`config.mk`:
```
export PLATFORM = sky130hd
export DESIGN_NAME = hcs_axis_pipe
export DESIGN_NICKNAME = d
export VERILOG_FILES = /design/src/rtl/hcs_pkg.sv /design/src/rtl/hcs_axis_pipe.sv
export SDC_FILE = /design/constraint.sdc
export NUM_CORES = 2
export LEC_CHECK = 0
export BUFFER_PORTS_ARGS = -buffer_cell sky130_fd_sc_hd__buf_2
export CAP_MARGIN = 30
export CORE_MARGIN = 10
export CORE_UTILIZATION = 45
export DETAILED_ROUTE_END_ITERATION = 10
export PLACE_DENSITY = 0.66
export SETUP_SLACK_MARGIN = 0.5
export SYNTH_ARGS = -nofsm -noshare
export SYNTH_HDL_FRONTEND = slang
export SYNTH_SLANG_ARGS = --single-unit
```
`constraint.sdc`:
```
create_clock -name i_clk -period 8.15 [get_ports i_clk]
set_input_delay 0.4075 -clock i_clk [delete_from_list [all_inputs] [get_ports i_clk]]
set_output_delay 0.4075 -clock i_clk [all_outputs]
set_load 0.02 [all_outputs]
```
`src/rtl/hcs_pkg.sv`:
```
// Shared widths and fixed-point constants of the Hermite curve sampler.
// No dependencies; used by hcs_axis_pipe and the top level.
`default_nettype none

package hcs_pkg;

    // coordinate and field widths
    localparam int W_CRD  = 16;
    localparam int W_IDX  = 4;
    localparam int N_AXES = 3;
    localparam int N_IN   = 12;

    // coefficient width: every Hermite coefficient of 16-bit operands fits
    localparam int W_COEF = 20;

    // t is Q1.16, 0 .. 1.0 inclusive
    localparam int FRAC  = 16;
    localparam int W_T   = FRAC + 1;
    localparam int ONE_T = 1 << FRAC;

    // Horner partial sums (Q.16), split point for the long multiplies
    localparam int W_H  = 38;
    localparam int LO   = 19;
    localparam int W_PH = W_H - LO + W_T + 1;
    localparam int W_PL = LO + W_T;
    localparam int W_P  = W_PH + LO;
    localparam int W_M1 = W_COEF + W_T + 1;

    // lane pipeline depth, in registers
    localparam int LAT = 7;

    // stream widths
    localparam int W_S_TDATA = N_IN * W_CRD;
    localparam int W_M_TDATA = 56;

    // coefficient set of one axis
    typedef struct packed {
        logic signed [W_COEF-1:0] a;
        logic signed [W_COEF-1:0] b;
        logic signed [W_COEF-1:0] c;
        logic signed [W_COEF-1:0] d;
    } t_coef;

endpackage

`default_nettype wire

```
`src/rtl/hcs_axis_pipe.sv`:
```
// One axis of the Horner evaluation: ((a*t + b)*t + c)*t + d, rounded and clamped.
// Depends on hcs_pkg; seven registers deep, advances on i_ce.
`default_nettype none

module hcs_axis_pipe (
    input  wire logic                               i_clk,
    input  wire logic                               i_ce,
    input  wire hcs_pkg::t_coef                     i_coef,
    input  wire logic [hcs_pkg::W_T-1:0]            i_t,
    output logic signed [hcs_pkg::W_CRD-1:0]        o_point
);

    localparam int W_P  = hcs_pkg::W_P;
    localparam int W_H  = hcs_pkg::W_H;
    localparam int LO   = hcs_pkg::LO;
    localparam int FRAC = hcs_pkg::FRAC;
    localparam logic signed [W_P-1:0] HALF   = W_P'(1) <<< (FRAC - 1);
    localparam logic signed [W_P-1:0] SAT_HI = W_P'(32767);
    localparam logic signed [W_P-1:0] SAT_LO = W_P'(-32768);

    // sum split partial products, round off the fraction, add next coefficient
    function automatic logic signed [W_H-1:0] prod_round(
        input logic signed [hcs_pkg::W_PH-1:0]   pph,
        input logic        [hcs_pkg::W_PL-1:0]   ppl,
        input logic signed [hcs_pkg::W_COEF-1:0] addend
    );
        logic signed [W_P-1:0] s;
        s = $signed({pph, {LO{1'b0}}}) + $signed(W_P'(ppl));
        s = (s + HALF) >>> FRAC;
        s = s + (W_P'(addend) <<< FRAC);
        return s[W_H-1:0];
    endfunction

    // side registers
    logic        [hcs_pkg::W_T-1:0]    r_t [1:4];
    logic signed [hcs_pkg::W_COEF-1:0] r_b1;
    logic signed [hcs_pkg::W_COEF-1:0] r_c [1:3];
    logic signed [hcs_pkg::W_COEF-1:0] r_d [1:5];

    // stage registers
    logic signed [hcs_pkg::W_M1-1:0]   r_m1;
    logic signed [W_H-1:0]             r_h1;
    logic signed [hcs_pkg::W_PH-1:0]   r_pph1;
    logic        [hcs_pkg::W_PL-1:0]   r_ppl1;
    logic signed [W_H-1:0]             r_h2;
    logic signed [hcs_pkg::W_PH-1:0]   r_pph2;
    logic        [hcs_pkg::W_PL-1:0]   r_ppl2;
    logic signed [W_H-1:0]             r_h3;
    logic signed [hcs_pkg::W_CRD-1:0]  r_point;

    logic signed [W_P-1:0]             n_h1_sum;
    logic signed [W_H-LO-1:0]          w_hi1;
    logic signed [W_H-LO-1:0]          w_hi2;
    logic signed [W_P-1:0]             n_rnd;
    logic signed [hcs_pkg::W_CRD-1:0]  n_point;

    // first add, high halves of the long multiplies, final round and clamp
    always_comb begin
        n_h1_sum = W_P'(r_m1) + (W_P'(r_b1) <<< FRAC);
        w_hi1    = $signed(r_h1[W_H-1:LO]);
        w_hi2    = $signed(r_h2[W_H-1:LO]);
        n_rnd    = (W_P'(r_h3) + HALF) >>> FRAC;
        if (n_rnd > SAT_HI) begin
            n_point = hcs_pkg::W_CRD'(SAT_HI);
        end else if (n_rnd < SAT_LO) begin
            n_point = hcs_pkg::W_CRD'(SAT_LO);
        end else begin
            n_point = n_rnd[hcs_pkg::W_CRD-1:0];
        end
    end

    // advance all stages together
    always_ff @(posedge i_clk) begin
        if (i_ce) begin
            r_t[1] <= i_t;
            r_t[2] <= r_t[1];
            r_t[3] <= r_t[2];
            r_t[4] <= r_t[3];
            r_b1   <= i_coef.b;
            r_c[1] <= i_coef.c;
            r_c[2] <= r_c[1];
            r_c[3] <= r_c[2];
            r_d[1] <= i_coef.d;
            r_d[2] <= r_d[1];
            r_d[3] <= r_d[2];
            r_d[4] <= r_d[3];
            r_d[5] <= r_d[4];

            r_m1    <= i_coef.a * $signed({1'b0, i_t});
            r_h1    <= n_h1_sum[W_H-1:0];
            r_pph1  <= w_hi1 * $signed({1'b0, r_t[2]});
            r_ppl1  <= r_h1[LO-1:0] * r_t[2];
            r_h2    <= prod_round(r_pph1, r_ppl1, r_c[3]);
            r_pph2  <= w_hi2 * $signed({1'b0, r_t[4]});
            r_ppl2  <= r_h2[LO-1:0] * r_t[4];
            r_h3    <= prod_round(r_pph2, r_ppl2, r_d[5]);
            r_point <= n_point;
        end
    end

    assign o_point = r_point;

endmodule

`default_nettype wire

```
==> out/metrics.csv <==
metric;value;unit
outcome;finished clean;
height of the chip;431.2;um
CP Launch Type;flop;
RD Place Congestion;0.8741;
unrepaired setup endpoints after global routing;false;
fillers;15230;
Die Area;185900;sq um
HP Class;input port to flop;
yosys warns;0;
Worst Skew;46.21;ps
post-route insts no fill;9783;
DR vias/cell;5.103;
Pre-antenna DRT Iters;5;
vias in the first global route;55530;
Routed Antenna Nets;0;
cell mode on critical path;fa_1;
via count;49930;
fmax;140.1;MHz
buffer and inverter count on the worst path;4;
final hold violations;0;
syn nets;9670;
later-pin clock latency in the skew report;690;ps
DR iter-0 viols;2851;
kind of critical path;flop to flop;
placed instance area;78950;sq um
hold_buf cts;60;
Mapped Cells;7512;
number of diodes;0;
Worst Path Required;8550;ps
fraction of layout cells with a size suffix above 1;0.04037;
slack of the critical path;1014;ps
antenna violations before repair;3;
DP Cell Count;9614;
dpl ws;1034;ps
worst-path cell chain;buf_4 -> nand2_1 -> fa_1 -> fa_1 -> fa_1 -> inv_1 -> fa_1 -> fa_1 -> inv_1 -> fa_1 -> inv_1 -> ha_1 -> a211oi_1 -> nand2_1 -> nor3b_1 -> a311o_1 -> a31oi_1 -> a21oi_1 -> nor2_1 -> o41ai_1 -> xnor2_1;
NumNets Final;9691;
PostCTS Resize Cnt;0;
Netlist Area Pre-Place;76070;sq um
Crit path arrival time;7530;ps
Synth top cells by count;1716 x inv_1, 1476 x fa_1, 1023 x nand2_1;
num rows;150;
Final Cell Area;81610;sq um
clk slew on worst S/H paths;60;ps
root buffer cell;clkbuf_16;
CTS Buffer Depth;3;
core area;167600;sq um
largest area contributor in the netlist;fa_1;
total gr overflow;0;
Max Cap Viol;0;
Worst setup EP type;flop;
H-tree Lvls;2;
first-pass GRT wire length;285800;um
port bufs;114;
Post-DP HPWL;135900;um
Post-synth EDFFs;513;
actual slew at the worst max-slew pin;1104;ps
ys async rst share;0;
family with the most delay on the worst path;adder cells;
minimum clock period;7136;ps
WL per Instance;17.51;um
top_reg_cell synth;edfxtp_1;
setup TNS;0;ps
Post-CTS Setup Bufs;0;
relative max-transition margin;0.2640;
CTS Sinks;513;
initial core utilization;0.4539;
top-count cell post-synth;inv_1;
CP peak stage delay;740;ps
CTS tree;done;
Critical Path Slowest Stage Cell;edfxtp_1;
Avg Inst Size Synth;10.13;sq um
Slew Limit Fails;0;
Final period util;0.8756;
P&R area growth vs syn;7.281;%
DIE WIDTH;431.2;um
sequential area share after synthesis;0.2025;
CTS Buf Count;59;
Overall Global Routing Usage;0.1881;
Remaining DRCs;0;
I/O Pins;115;
Worst R2R Setup Slack;1010;ps
final-report setup violation count;0;
synth unique cells;79;
largest net degree at the start of global routing;172;
FF+latch count, synth;513;
post-synth top area share;0.3884;
maximum fanout along the worst path;15;
Synth area leaders;fa_1 39%, edfxtp_1 20%, ha_1 9.6%;
drt total wl;171300;um
==> layout by cell type, fill, tap and decap left out, drive strengths merged, types with 60 or more instances in the layout <==
| master | instances |
|---|---|
| a21o | 85 |
| o21ai | 115 |
| nand2 | 1023 |
| fa | 1476 |
| edfxtp | 513 |
| and2 | 702 |
| buf | 179 |
| inv | 1725 |
| nor2 | 131 |
| xnor2 | 221 |
| dlygate4sd3 | 60 |
| a21oi | 171 |
| xor2 | 71 |
| ha | 583 |
| clkbuf | 62 |
==> final cells by class <==
class | instances | area, sq um | share of cell area
Inverter | 1716 | 6441 | 0.07892
Tap cell | 2204 | 2758 | 0.03379
Timing Repair Buffer | 239 | 1827 | 0.02238
Sequential cell | 513 | 15400 | 0.1888
Clock buffer | 62 | 1530 | 0.01875
Multi-Input combinational cell | 5004 | 53170 | 0.6516
Clock inverter | 45 | 476.7 | 0.005841
==> through the flow <==
step           hold slack, ps  utilization
6_report                221.2       0.4870
5_1_grt                 203.7       0.4870
4_1_cts                 164.0       0.4866
3_5_place_dp            404.5       0.4711
3_3_place_gp            401.6       0.4704
2_1_floorplan           400.3            -
==> kinds of logic after synthesis <==
kind of cell / Yosys count / share of synthesized area
AOI/OAI and AO/OA: 550 / 0.04668
xor gates and xnor gates: 292 / 0.03362
DFF: 513 / 0.2025
muxes: 3 / 0.0003948
adders and majority gates: 2059 / 0.4843
and+or+nand+nor: 2100 / 0.1340
buffers and inverters: 1995 / 0.09850
==> routing by layer <==
| layer | up-vias | global-route usage | part of all wire |
|---|---|---|---|
| met5 | - | 0 | 0.000076 |
| met4 | 2 | 0.05233 | 0.030 |
| met3 | 290 | 0.02320 | 0.054 |
| met2 | 1385 | 0.3354 | 0.50 |
| met1 | 25530 | 0.2400 | 0.42 |
| li1 | 22720 | - | - |
==> sequential cells by signal (all words and copies together) (netlist names) <==
register / flops
o_point: 16
r_b1: 20
r_c: 60
r_d: 100
r_h1: 38
r_h2: 38
r_h3: 23
r_m1: 38
r_pph1: 35
r_pph2: 35
r_ppl1: 21
r_ppl2: 21
r_t: 68
==> final timing paths <==
| kind | to | start | cells after the start |
|---|---|---|---|
| worst max-delay path | r_ppl1[35] | r_t[0][36] | 21 |
| worst min-delay path | r_t[0][33] | i_t[16] | 1 |
| worst max register to register | r_ppl1[35] | r_t[0][36] | 21 |
| worst min register to register | r_t[0][74] | r_t[0][57] | 0 |
==> worst register-to-register path: stages (launching register included) <==
cell,delay [ps]
edfxtp_1,740
buf_4,370
nand2_1,130
fa_1,560
fa_1,490
fa_1,560
inv_1,60
fa_1,470
fa_1,520
inv_1,50
fa_1,470
inv_1,40
ha_1,350
a211oi_1,330
nand2_1,130
nor3b_1,260
a311o_1,310
a31oi_1,230
a21oi_1,330
nor2_1,70
o41ai_1,320
xnor2_1,100
Power is left out: the tool's default activity adds up to more than one toggle a clock period on the data nets, which glitch-free logic cannot reach.
